===== config.mk =====
export PLATFORM = sky130hd
export DESIGN_NAME = flight_phase_peak_stats
export DESIGN_NICKNAME = d
export VERILOG_FILES = /design/src/rtl/core/flps_pkg.sv /design/src/rtl/core/flight_phase_peak_stats.sv
export SDC_FILE = /design/constraint.sdc
export NUM_CORES = 2
export LEC_CHECK = 0
export ABC_AREA = 1
export BUFFER_PORTS_ARGS = -buffer_cell sky130_fd_sc_hd__buf_4
export CELL_PAD_IN_SITES_DETAIL_PLACEMENT = 1
export CELL_PAD_IN_SITES_GLOBAL_PLACEMENT = 2
export CORE_UTILIZATION = 37
export CTS_CLUSTER_DIAMETER = 100
export DETAILED_ROUTE_END_ITERATION = 7
export PLACE_DENSITY_LB_ADDON = 0.1
export SYNTH_ARGS = -nofsm -noshare
export SYNTH_HDL_FRONTEND = slang
export SYNTH_SLANG_ARGS = --single-unit
export TNS_END_PERCENT = 100

===== constraint.sdc =====
create_clock -name clk -period 15.8 [get_ports clk]
set_input_delay 3.16 -clock clk [delete_from_list [all_inputs] [get_ports clk]]
set_output_delay 3.16 -clock clk [all_outputs]
set_load 0.005 [all_outputs]

===== src/rtl/core/flps_pkg.sv =====
// ---------------------------------------------------------------------------
// flps_pkg - shared definitions for the flight phase peak statistics block
// Phase, action and record codes, config indices, last field indices, widths,
// extreme values and a saturating magnitude function.
package flps_pkg;

  localparam int TIME_BITS = 32;
  localparam int VAL_W     = 48;
  localparam int CFG_W     = 32;
  localparam int CMP_W     = (TIME_BITS > CFG_W) ? TIME_BITS : CFG_W;

  localparam logic signed [VAL_W-1:0] VAL_MAX = {1'b0, {(VAL_W-1){1'b1}}};
  localparam logic signed [VAL_W-1:0] VAL_MIN = {1'b1, {(VAL_W-1){1'b0}}};

  typedef enum logic [2:0] {
    PH_IDLE    = 3'd0,
    PH_LIFTOFF = 3'd1,
    PH_ASCEND  = 3'd2,
    PH_DROGUE  = 3'd3,
    PH_MAIN    = 3'd4
  } phase_t;

  typedef enum logic [3:0] {
    ACT_TICK       = 4'd0,
    ACT_LIFTOFF    = 4'd1,
    ACT_APOGEE     = 4'd2,
    ACT_DEPLOY_ALT = 4'd3,
    ACT_FILT_PRESS = 4'd4,
    ACT_FILT_ALT   = 4'd5,
    ACT_BARO_PAIR  = 4'd6,
    ACT_ACCEL_Z    = 4'd7,
    ACT_GPS        = 4'd8
  } action_t;

  typedef enum logic [1:0] {
    REC_LIFTOFF = 2'd0,
    REC_APOGEE  = 2'd1,
    REC_DROGUE  = 2'd2,
    REC_MAIN    = 2'd3
  } rec_kind_t;

  localparam logic [1:0] CFG_LIFTOFF_TO = 2'd0;
  localparam logic [1:0] CFG_DROGUE_TO  = 2'd1;
  localparam logic [1:0] CFG_MAIN_TO    = 2'd2;

  // last field index of each record
  localparam logic [2:0] LAST_LIFTOFF = 3'd5;
  localparam logic [2:0] LAST_APOGEE  = 3'd7;
  localparam logic [2:0] LAST_DROGUE  = 3'd1;
  localparam logic [2:0] LAST_MAIN    = 3'd3;

  function automatic logic signed [VAL_W-1:0] mag(input logic signed [VAL_W-1:0] x);
    logic signed [VAL_W-1:0] res;
    if (!x[VAL_W-1]) res = x;
    else if (x == VAL_MIN) res = VAL_MAX;
    else res = -x;
    return res;
  endfunction

endpackage


===== src/rtl/core/flight_phase_peak_stats.sv =====
// ---------------------------------------------------------------------------
// flight_phase_peak_stats - flight phase tracker with per-phase extremes
// Tracks the phase from events and ticks, keeps peak statistics per phase
// and sends each finished phase record out as a run of field words.
// ---------------------------------------------------------------------------
//  channel | direction | handshake           | payload
//  in_     | input     | in_valid / in_stall  | action, now_ms, value_a/b/c
//  out_    | output    | out_valid / out_stall| record_kind, field_index,
//          |           |                      | field_value, last_of_record
//  cfg_    | input     | cfg_valid / cfg_ready| cfg_index, cfg_data
//
// an input word is held in the input register and updates the state from
// there, so one word per cycle is taken while in_stall is low; a word that
// closes a phase copies its record into the output buffer, which then sends
// one field per cycle while out_stall is low; a second closing word waits in
// the input register until the buffer's last field is taken. rst_n is
// synchronous; cfg_ready is always high.
// ---------------------------------------------------------------------------
module flight_phase_peak_stats (
  input  logic                               clk,
  input  logic                               rst_n,
  input  logic                               in_valid,
  output logic                               in_stall,
  input  logic [3:0]                         in_action,
  input  logic [31:0]                        in_now_ms,
  input  logic signed [flps_pkg::VAL_W-1:0]  in_value_a,
  input  logic signed [flps_pkg::VAL_W-1:0]  in_value_b,
  input  logic signed [flps_pkg::VAL_W-1:0]  in_value_c,
  output logic                               out_valid,
  input  logic                               out_stall,
  output logic [1:0]                         out_record_kind,
  output logic [2:0]                         out_field_index,
  output logic signed [flps_pkg::VAL_W-1:0]  out_field_value,
  output logic                               out_last_of_record,
  input  logic                               cfg_valid,
  output logic                               cfg_ready,
  input  logic [1:0]                         cfg_index,
  input  logic [flps_pkg::CFG_W-1:0]         cfg_data
);

  localparam int TB = flps_pkg::TIME_BITS;
  localparam int VW = flps_pkg::VAL_W;
  localparam int CW = flps_pkg::CMP_W;

  // input register
  logic                 item_vld_r, item_vld_nxt;
  logic [3:0]           act_r;
  logic [31:0]          now_r;
  logic signed [VW-1:0] a_r, b_r, c_r;

  // configuration
  logic [flps_pkg::CFG_W-1:0] lto_r, dto_r, mto_r;

  // tracker state
  flps_pkg::phase_t     phase_r, phase_nxt;
  logic [TB-1:0]        entry_r, entry_nxt;
  logic                 pend_r, pend_nxt;
  logic                 latch_r, latch_nxt;
  logic signed [VW-1:0] lr_r [6];
  logic signed [VW-1:0] lr_nxt [6];
  logic signed [VW-1:0] ar_r [8];
  logic signed [VW-1:0] ar_nxt [8];
  logic signed [VW-1:0] dr_r [2];
  logic signed [VW-1:0] dr_nxt [2];
  logic signed [VW-1:0] mr_r [4];
  logic signed [VW-1:0] mr_nxt [4];

  // output buffer
  logic                  busy_r, busy_nxt;
  logic [2:0]            idx_r, idx_nxt;
  logic [2:0]            last_r, last_nxt;
  flps_pkg::rec_kind_t   kind_r, kind_nxt;
  logic signed [VW-1:0]  buf_r [8];
  logic signed [VW-1:0]  buf_nxt [8];

  logic                  accept, proceed, emit, out_take, buf_free;
  flps_pkg::rec_kind_t   emit_kind;
  logic [TB-1:0]         now_t, elapsed;
  logic signed [VW-1:0]  now_v, acc_mag;
  logic                  lto_hit, dto_hit, mto_hit;

  assign now_t   = TB'(now_r);
  assign now_v   = VW'(now_t);
  assign elapsed = now_t - entry_r;
  assign lto_hit = CW'(elapsed) >= CW'(lto_r);
  assign dto_hit = CW'(elapsed) >= CW'(dto_r);
  assign mto_hit = CW'(elapsed) >= CW'(mto_r);
  assign acc_mag = flps_pkg::mag(a_r);

  // does the held word close a phase
  always_comb begin
    emit      = 1'b0;
    emit_kind = flps_pkg::REC_LIFTOFF;
    case (act_r)
      flps_pkg::ACT_TICK: begin
        if (phase_r == flps_pkg::PH_LIFTOFF && lto_hit) begin
          emit      = 1'b1;
          emit_kind = flps_pkg::REC_LIFTOFF;
        end else if (phase_r == flps_pkg::PH_DROGUE && dto_hit) begin
          emit      = 1'b1;
          emit_kind = flps_pkg::REC_DROGUE;
        end else if (phase_r == flps_pkg::PH_MAIN && mto_hit) begin
          emit      = 1'b1;
          emit_kind = flps_pkg::REC_MAIN;
        end
      end
      flps_pkg::ACT_APOGEE: begin
        if (phase_r == flps_pkg::PH_ASCEND) begin
          emit      = 1'b1;
          emit_kind = flps_pkg::REC_APOGEE;
        end
      end
      default: ;
    endcase
  end

  assign out_take = busy_r && !out_stall;
  assign buf_free = !busy_r || (out_take && idx_r == last_r);
  assign proceed  = item_vld_r && (!emit || buf_free);
  assign in_stall = item_vld_r && !proceed;
  assign accept   = in_valid && !in_stall;
  assign cfg_ready = 1'b1;

  assign item_vld_nxt = accept ? 1'b1 : (proceed ? 1'b0 : item_vld_r);

  // state update for the held word
  always_comb begin
    phase_nxt = phase_r;
    entry_nxt = entry_r;
    pend_nxt  = pend_r;
    latch_nxt = latch_r;
    lr_nxt    = lr_r;
    ar_nxt    = ar_r;
    dr_nxt    = dr_r;
    mr_nxt    = mr_r;
    if (proceed) begin
      case (act_r)
        flps_pkg::ACT_TICK: begin
          if (emit) begin
            entry_nxt = now_t;
            if (phase_r == flps_pkg::PH_LIFTOFF) begin
              phase_nxt = flps_pkg::PH_ASCEND;
            end else if (pend_r) begin
              // deploy seen during drogue: straight from drogue into main, skipping idle
              pend_nxt  = 1'b0;
              phase_nxt = flps_pkg::PH_MAIN;
              mr_nxt[0] = now_v;
            end else begin
              phase_nxt = flps_pkg::PH_IDLE;
            end
          end
        end
        flps_pkg::ACT_LIFTOFF: begin
          if (phase_r == flps_pkg::PH_IDLE) begin
            phase_nxt = flps_pkg::PH_LIFTOFF;
            entry_nxt = now_t;
            lr_nxt[0] = now_v;
          end
        end
        flps_pkg::ACT_APOGEE: begin
          if (phase_r == flps_pkg::PH_ASCEND) begin
            ar_nxt[0] = now_v;
            phase_nxt = flps_pkg::PH_DROGUE;
            entry_nxt = now_t;
          end
        end
        flps_pkg::ACT_DEPLOY_ALT: begin
          if (phase_r == flps_pkg::PH_IDLE) begin
            phase_nxt = flps_pkg::PH_MAIN;
            entry_nxt = now_t;
            mr_nxt[0] = now_v;
          end else if (phase_r == flps_pkg::PH_DROGUE) begin
            pend_nxt = 1'b1;
          end
        end
        flps_pkg::ACT_FILT_PRESS: begin
          if (phase_r == flps_pkg::PH_ASCEND && a_r < ar_r[1]) ar_nxt[1] = a_r;
        end
        flps_pkg::ACT_FILT_ALT: begin
          if (phase_r == flps_pkg::PH_LIFTOFF) begin
            if (b_r > lr_r[4]) begin
              lr_nxt[4] = b_r;
              lr_nxt[3] = now_v;
              lr_nxt[5] = a_r;
            end
          end else if (phase_r == flps_pkg::PH_ASCEND) begin
            if (a_r > ar_r[4]) ar_nxt[4] = a_r;
          end else if (phase_r == flps_pkg::PH_MAIN && !latch_r) begin
            mr_nxt[2] = a_r;
            mr_nxt[3] = b_r;
            latch_nxt = 1'b1;
          end
        end
        flps_pkg::ACT_BARO_PAIR: begin
          if (phase_r == flps_pkg::PH_ASCEND) begin
            if (a_r < ar_r[2]) ar_nxt[2] = a_r;
            if (b_r < ar_r[3]) ar_nxt[3] = b_r;
          end
        end
        flps_pkg::ACT_ACCEL_Z: begin
          if (phase_r == flps_pkg::PH_LIFTOFF) begin
            if (acc_mag > lr_r[2]) begin
              lr_nxt[2] = acc_mag;
              lr_nxt[1] = now_v;
            end
          end else if (phase_r == flps_pkg::PH_DROGUE) begin
            if (acc_mag > dr_r[1]) begin
              dr_nxt[1] = acc_mag;
              dr_nxt[0] = now_v;
            end
          end else if (phase_r == flps_pkg::PH_MAIN) begin
            if (acc_mag > mr_r[1]) mr_nxt[1] = acc_mag;
          end
        end
        flps_pkg::ACT_GPS: begin
          if (phase_r == flps_pkg::PH_ASCEND && a_r > ar_r[5]) begin
            ar_nxt[5] = a_r;
            ar_nxt[6] = b_r;
            ar_nxt[7] = c_r;
          end
        end
        default: ;
      endcase
    end
  end

  // output buffer: snapshot of the closing record, then one field per cycle while out_stall is low
  always_comb begin
    busy_nxt = busy_r;
    idx_nxt  = idx_r;
    last_nxt = last_r;
    kind_nxt = kind_r;
    buf_nxt  = buf_r;
    if (proceed && emit) begin
      busy_nxt = 1'b1;
      idx_nxt  = 3'd0;
      kind_nxt = emit_kind;
      for (int i = 0; i < 8; i++) buf_nxt[i] = '0;
      unique case (emit_kind)
        flps_pkg::REC_LIFTOFF: begin
          last_nxt = flps_pkg::LAST_LIFTOFF;
          for (int i = 0; i < 6; i++) buf_nxt[i] = lr_r[i];
        end
        flps_pkg::REC_APOGEE: begin
          last_nxt = flps_pkg::LAST_APOGEE;
          buf_nxt[0] = now_v;
          for (int i = 1; i < 8; i++) buf_nxt[i] = ar_r[i];
        end
        flps_pkg::REC_DROGUE: begin
          last_nxt = flps_pkg::LAST_DROGUE;
          for (int i = 0; i < 2; i++) buf_nxt[i] = dr_r[i];
        end
        flps_pkg::REC_MAIN: begin
          last_nxt = flps_pkg::LAST_MAIN;
          for (int i = 0; i < 4; i++) buf_nxt[i] = mr_r[i];
        end
        default: ;
      endcase
    end else if (out_take) begin
      if (idx_r == last_r) busy_nxt = 1'b0;
      else idx_nxt = idx_r + 3'd1;
    end
  end

  assign out_valid          = busy_r;
  assign out_record_kind    = kind_r;
  assign out_field_index    = idx_r;
  assign out_field_value    = buf_r[idx_r];
  assign out_last_of_record = (idx_r == last_r);

  always_ff @(posedge clk) begin
    if (!rst_n) begin
      item_vld_r <= 1'b0;
      busy_r     <= 1'b0;
      idx_r      <= '0;
      last_r     <= '0;
      kind_r     <= flps_pkg::REC_LIFTOFF;
      phase_r    <= flps_pkg::PH_IDLE;
      entry_r    <= '0;
      pend_r     <= 1'b0;
      latch_r    <= 1'b0;
      lto_r      <= flps_pkg::CFG_W'(10000);
      dto_r      <= flps_pkg::CFG_W'(10000);
      mto_r      <= flps_pkg::CFG_W'(10000);
      for (int i = 0; i < 6; i++) lr_r[i] <= '0;
      for (int i = 0; i < 2; i++) dr_r[i] <= '0;
      for (int i = 0; i < 4; i++) mr_r[i] <= '0;
      ar_r[0] <= '0;
      ar_r[1] <= flps_pkg::VAL_MAX;
      ar_r[2] <= flps_pkg::VAL_MAX;
      ar_r[3] <= flps_pkg::VAL_MAX;
      for (int i = 4; i < 8; i++) ar_r[i] <= flps_pkg::VAL_MIN;
    end else begin
      item_vld_r <= item_vld_nxt;
      busy_r     <= busy_nxt;
      idx_r      <= idx_nxt;
      last_r     <= last_nxt;
      kind_r     <= kind_nxt;
      phase_r    <= phase_nxt;
      entry_r    <= entry_nxt;
      pend_r     <= pend_nxt;
      latch_r    <= latch_nxt;
      lr_r       <= lr_nxt;
      ar_r       <= ar_nxt;
      dr_r       <= dr_nxt;
      mr_r       <= mr_nxt;
      if (cfg_valid && cfg_ready) begin
        case (cfg_index)
          flps_pkg::CFG_LIFTOFF_TO: lto_r <= cfg_data;
          flps_pkg::CFG_DROGUE_TO:  dto_r <= cfg_data;
          flps_pkg::CFG_MAIN_TO:    mto_r <= cfg_data;
          default: ;
        endcase
      end
    end
  end

  // payload registers
  always_ff @(posedge clk) begin
    if (accept) begin
      act_r <= in_action;
      now_r <= in_now_ms;
      a_r   <= in_value_a;
      b_r   <= in_value_b;
      c_r   <= in_value_c;
    end
    buf_r <= buf_nxt;
  end

endmodule

# Yosys cells after proc, flatten, opt, wreduce, memory -nomap -nowiden

Index checks and enable logic that the tools add are counted.

Register bits after elaboration: 1555
Bits of input ports: 219
Output and inout port bits: 57
Word-level logic and storage cells: 191

$add $sub $neg: 3
Order comparisons: 13
Equality and inequality tests: 28
Multiplexer cells: 45
Bitwise gates (word level): 6
Reduce and logical (&&, ||, !) cells: 52

Operators by type and width:

| operator                                                         | number |
|---|---|
| 48-bit two-way mux                                               | 8 |
| 96-bit one-hot mux with 4 select lines                           | 1 |
| 48-bit > comparator                                              | 6 |
| 96-bit one-hot mux with 3 select lines                           | 1 |
| 96-bit one-hot mux with 2 select lines                           | 1 |
| 48-bit binary-select mux with 3-bit select                       | 1 |
| 48-bit less-than comparator                                      | 3 |
| 32-bit greater-or-equal comparator                               | 3 |
| 32-bit two-way mux                                               | 3 |
| 32-bit one-hot mux with 3 select lines                           | 1 |
| 48-bit one-hot mux with 2 select lines                           | 1 |
| 48-bit == test (second input constant)                           | 1 |
| 48-bit negation                                                  | 1 |
| 32-bit subtractor                                                | 1 |
| 3-bit one-hot mux with 4 select lines                            | 2 |
| 6-bit AND reduction                                              | 4 |
| 5-bit AND reduction                                              | 4 |
| 3-bit two-way mux                                                | 6 |
| 4-bit by 3-bit == test with 1-bit output (second input constant) | 4 |
| 2-bit != test (second input constant)                            | 8 |
| 4-bit AND reduction                                              | 4 |
| 1-bit two-way mux                                                | 14 |
| 1-bit logical AND                                                | 12 |
| 2-bit AND reduction                                              | 5 |
| other kinds (27)                                                 | 52 |

# Longest topological paths before layout

Word-level depth: 15
Depth in mapped cells: 34

# Worst setup path before layout

No wires, ideal clock.

Path kind: input-to-reg
From: input port out_stall
To: register last_r[2]
Arrival time: 11.651 ns
Data required time: 15.672 ns
Path slack: 4.021 ns
Cell stages on the path: 6
Path buffers: 0
Path through: o21ai_0 nand3_1 inv_1 nand3_1 nand2_1 a21oi_1

Longest elaborated chain between the ends: 7

Ends and longest elaborated chain:

| element              | RTL line                       | text |
|---|---|---|
| from (decl)          | flight_phase_peak_stats.sv:30  | `input logic out_stall,` |
| 1-bit logical NOT    | flight_phase_peak_stats.sv:117 | `assign out_take = busy_r && !out_stall;` |
| 1-bit logical AND    | flight_phase_peak_stats.sv:117 |  |
| 1-bit logical AND    | flight_phase_peak_stats.sv:118 | `assign buf_free = !busy_r \|\| (out_take && idx_r == last_r);` |
| 1-bit logical OR     | flight_phase_peak_stats.sv:118 |  |
| 1-bit logical OR     | flight_phase_peak_stats.sv:119 | `assign proceed = item_vld_r && (!emit \|\| buf_free);` |
| 1-bit logical AND    | flight_phase_peak_stats.sv:119 |  |
| 1-bit logical AND    | flight_phase_peak_stats.sv:234 | `if (proceed && emit) begin` |
| to (signal assigned) | flight_phase_peak_stats.sv:297 | `last_r <= last_nxt;` |
| to (decl)            | flight_phase_peak_stats.sv:71  | `logic [2:0] last_r, last_nxt;` |

No other way between the ends.
A chain may end at the register's enable or synchronous reset.

# Final worst setup path

From: register now_r[2]
To: output port in_stall

Longest elaborated chain between the ends: 12

Ends and longest elaborated chain:

| element                                   | RTL line                       | text |
|---|---|---|
| from (decl)                               | flight_phase_peak_stats.sv:48  | `logic [31:0] now_r;` |
| from (signal assigned)                    | flight_phase_peak_stats.sv:322 | `now_r <= in_now_ms;` |
| 32-bit subtractor (*)                     | flight_phase_peak_stats.sv:84  | `assign elapsed = now_t - entry_r;` |
| 32-bit greater-or-equal comparator        | flight_phase_peak_stats.sv:87  | `assign mto_hit = CW'(elapsed) >= CW'(mto_r);` |
| 1-bit logical AND                         | flight_phase_peak_stats.sv:102 | `end else if (phase_r == flps_pkg::PH_MAIN && mto_hit) begin` |
| 1-bit two-way mux                         | flight_phase_peak_stats.sv:102 |  |
| 1-bit two-way mux                         | flight_phase_peak_stats.sv:99  | `end else if (phase_r == flps_pkg::PH_DROGUE && dto_hit) begin` |
| 1-bit two-way mux (*)                     | flight_phase_peak_stats.sv:96  | `if (phase_r == flps_pkg::PH_LIFTOFF && lto_hit) begin` |
| 1-bit one-hot mux with 2 select lines (*) | flight_phase_peak_stats.sv:94  | `case (act_r)` |
| 1-bit logical NOT (*)                     | flight_phase_peak_stats.sv:119 |  |
| 1-bit logical OR (*)                      | flight_phase_peak_stats.sv:119 |  |
| 1-bit logical AND (*)                     | flight_phase_peak_stats.sv:119 |  |
| 1-bit logical NOT (*)                     | flight_phase_peak_stats.sv:120 | `assign in_stall = item_vld_r && !proceed;` |
| 1-bit logical AND (*)                     | flight_phase_peak_stats.sv:120 |  |
| to (decl)                                 | flight_phase_peak_stats.sv:23  | `output logic in_stall,` |

Every way passes the cells marked *; elsewhere a longest branch is shown, timed or not.

==> impl_results.md <==
* Port bufs at 274
* Maximum fanout along the worst path at 7
* Max Cap Viol at 0
* Initial Util at 37.3%
* Final max-slew violation count at 0
* Clock Skews at 39.1 ps
* Status: finished, final reports clean
* Synth Instances at 10200
* Worst Hold End: ar_r[291]
* Initial antenna violation count at 12
* Vias per inst at 5.36
* Gr usage total at 32.0%
* Core area at 0.210 mm²
* Fraction of layout instances using a drive strength above 1 at 7.20%
* Critical Path AT at 6190 ps
* TNS Setup at 0 ps
* Vias at 71000
* R2R Setup Slk at 7740 ps
* Critical path data required time at 12640 ps
* Fill count at 25400
* Final Routed Wirelength at 345000 µm
* Hold Startpoint: ar_r[291]
* Die Wd at 462 µm
* Synth area leaders: dfxtp_1 (25%), edfxtp_1 (21%), nand2_1 (11%), ha_1 (8.9%), nor2_1 (8.2%)
* Pwr/cell area at 107 mW/mm²
* CTS clk-pin slew, worst paths at 60 ps
* First-pass GRT wire length at 498000 µm
* Fin nets at 11100
* Top_reg_cell synth: dfxtp_1
* Most frequent cells after synthesis: nand2_1 (2202), nor2_1 (1712), inv_1 (1368), dfxtp_1 (974), a21oi_1 (667)
* Most common cell in the netlist: nand2_1
* IO Count at 276
* Fmax at 0.107 GHz
* RR Endpoint: buf_r[201]
* Sink Count at 1522
* Syn avg cell area at 7.66 µm²
* Longest Clk Path Bufs at 3
* Post-synth top area share at 24.9%
* CTS tree: yes
* CTS buffer count at 184
* Worst-margin pin slew at 1420 ps
* Multi-input combinational cell area at 0.0350 mm²
* Kind of critical path: flip-flop to output port
* Number of synthesized register bits at 1522
* Routed WL per cell at 26.1 µm
* Crit. Startpoint: now_r[2]
* Largest net degree at the start of global routing at 193
* Final ANT Viol Nets at 0
* Initial DRC count at 5439
* H-tree depth at 4
* RD Place Congestion at 0.921
* Mapped Nets at 11000
* Root Buffer Master: clkbuf_16
* Fin crit share at 59.2%
* Die Outline Area at 0.213 mm²
* Post-cts hold buffer count at 0
* P&R area growth vs syn at 13.8%
* Synth warn at 0
* Slew headroom at 4.49%
* Buffer count from post-CTS setup fixing at 0
* DP Wirelength at 241000 µm
* CTS-repair resized insts at 0
* Critical R2R Launch: now_r[2]
* Pleak at 40.0 nW
* Gr ovfl total at 0
* Hold depth at 2
* FP Rows at 168
* Vias in the first global route at 72000
* Synth area leader: dfxtp_1
* Pre-antenna DRT Iters at 6
* Final setup viols at 0
* Clk_lat worst skew at 870 ps
* Library cells used by synthesis at 52
* DRC violations left at 0
* Setup WS pre-CTS at 7430 ps
* Reg area at 0.0360 mm²
* EDFF count, synth at 548
* CP endpoint kind: output port
* RSZ-0062 raised after global routing: false
* Sequential area share after synthesis at 45.9%
* Max rail drop VDD at 114 µV
* Min Tclk post-route at 9350 ps
* Mapped cell area at 0.0783 mm²
* Final WS setup at 6450 ps
* DIE HEIGHT at 462 µm
* Asr flop ratio synth at 0%
* Tightest Hold Check Type: flip-flop to flip-flop
* CP Launch Type: flip-flop
* Cells on worst reg2reg path at 28
* Hold Vio Cnt, Final at 0
-- how the worst max path moves through the flow --
stage	end	cells past startpoint
final	in_stall	26
after global routing	in_stall	24
after CTS	in_stall	26
after detailed placement	in_stall	26
after global placement	in_stall	26
after floorplan	last_r[2]	6
-- cell type report --
class,instances,area share [%]
clock buffer,264,5.78
multi-input combinational,6773,39.3
timing repair buffer,419,3.65
inverter,1372,5.83
clock inverter,84,1.09
antenna,6,0.0169
sequential,1522,40.4
tap,2805,3.94
-- logic make-up after synthesis --
group,Yosys count,synth area share [%]
AND/OR/NAND/NOR,4620,23.6
buffers and inverters,1929,9.50
adder cells (fa/ha/maj),559,8.95
flip-flops,1522,45.9
XOR/XNOR,57,0.638
AO/OA/AOI/OAI,1536,11.3
other,1,0.00479
-- cells in the final DEF, fill, tap and decap left out, types with 5 or more instances in the layout --
cell,synthesis,layout
o21ai_0,387,387
clkinvlp_4,0,9
nand3_1,474,473
inv_1,1368,1363
clkbuf_8,0,24
nor2_4,2,7
nor3_2,1,5
xor2_1,44,44
nor2_1,1712,1707
clkbuf_16,0,184
a31oi_1,56,56
a32oi_1,16,16
nand3b_1,10,10
bufinv_16,0,12
nand2_1,2202,2196
inv_16,0,6
clkbuf_1,361,56
o211ai_1,31,31
diode_2,0,6
a21oi_1,667,667
ha_1,558,558
nor4_1,26,24
o22ai_1,144,144
xnor2_1,13,13
buf_4,5,410
a21o_1,7,7
inv_6,0,6
clkinv_1,3,10
o21bai_1,40,40
or2_2,7,7
nand2_4,0,5
clkinv_2,0,35
nor3_1,49,45
nand4_1,122,122
o221ai_1,129,129
o21a_1,15,15
o2111ai_1,32,32
edfxtp_1,548,548
dfxtp_1,974,971
buf_12,0,8
-- registers in the layout, indices dropped and copies added (netlist names), 48 cells and up --
signal,count
buf_r,368
a_r,48
lr_r,240
dr_r,80
b_r,48
c_r,48
mr_r,176
ar_r,336
-- critical path, stage by stage (launching register included) --
cell      delay [ps]
edfxtp_1         490
ha_1             410
a21oi_1          160
nand2_1           90
a21oi_1          510
o21ai_0          400
a21oi_1          300
o21ai_0          160
a21oi_1          340
o21ai_0          160
xor2_1           370
ha_1             330
nand2_1           80
nand2_1           50
nand2_1           60
nand2_1           50
nand2_1           60
a21oi_1           60
nor2_1            90
nand2_1          160
nand2_1          100
nand2_1           70
nand2_1          220
nand3_2          190
nand3_1          220
inv_1             60
buf_4            130
-- where the power goes --
group | internal (mW) | switching, mW
logic | 0.316 | 0.702
registers | 4.11 | 0.0726
clock network | 2.49 | 1.89
total | 6.91 | 2.67
-- metrics by stage --
stage / std cells / hold WS [ps] / power, mW / instance area (µm²) / util, %
floorplan: 10200 / 426 / 4.82 / 78300 / -
global placement: 12900 / 436 / 5.24 / 82900 / 39.5
detailed placement: 12900 / 441 / 5.27 / 82900 / 39.5
CTS: 13200 / 455 / 9.64 / 89100 / 42.4
global route: 13200 / 470 / 9.90 / 89100 / 42.4
finish: 13200 / 452 / 9.58 / 89100 / 42.4
-- routing by layer --
layer,part of all wire [%],vias up,global-route usage [%]
met1,43,35400,40.4
met2,47,1770,53.1
li1,-,33300,-
met5,0.0072,-,0
met4,5.9,4,17.1
met3,4.5,547,3.89
No activity file was read; power rests on OpenSTA's default activity.
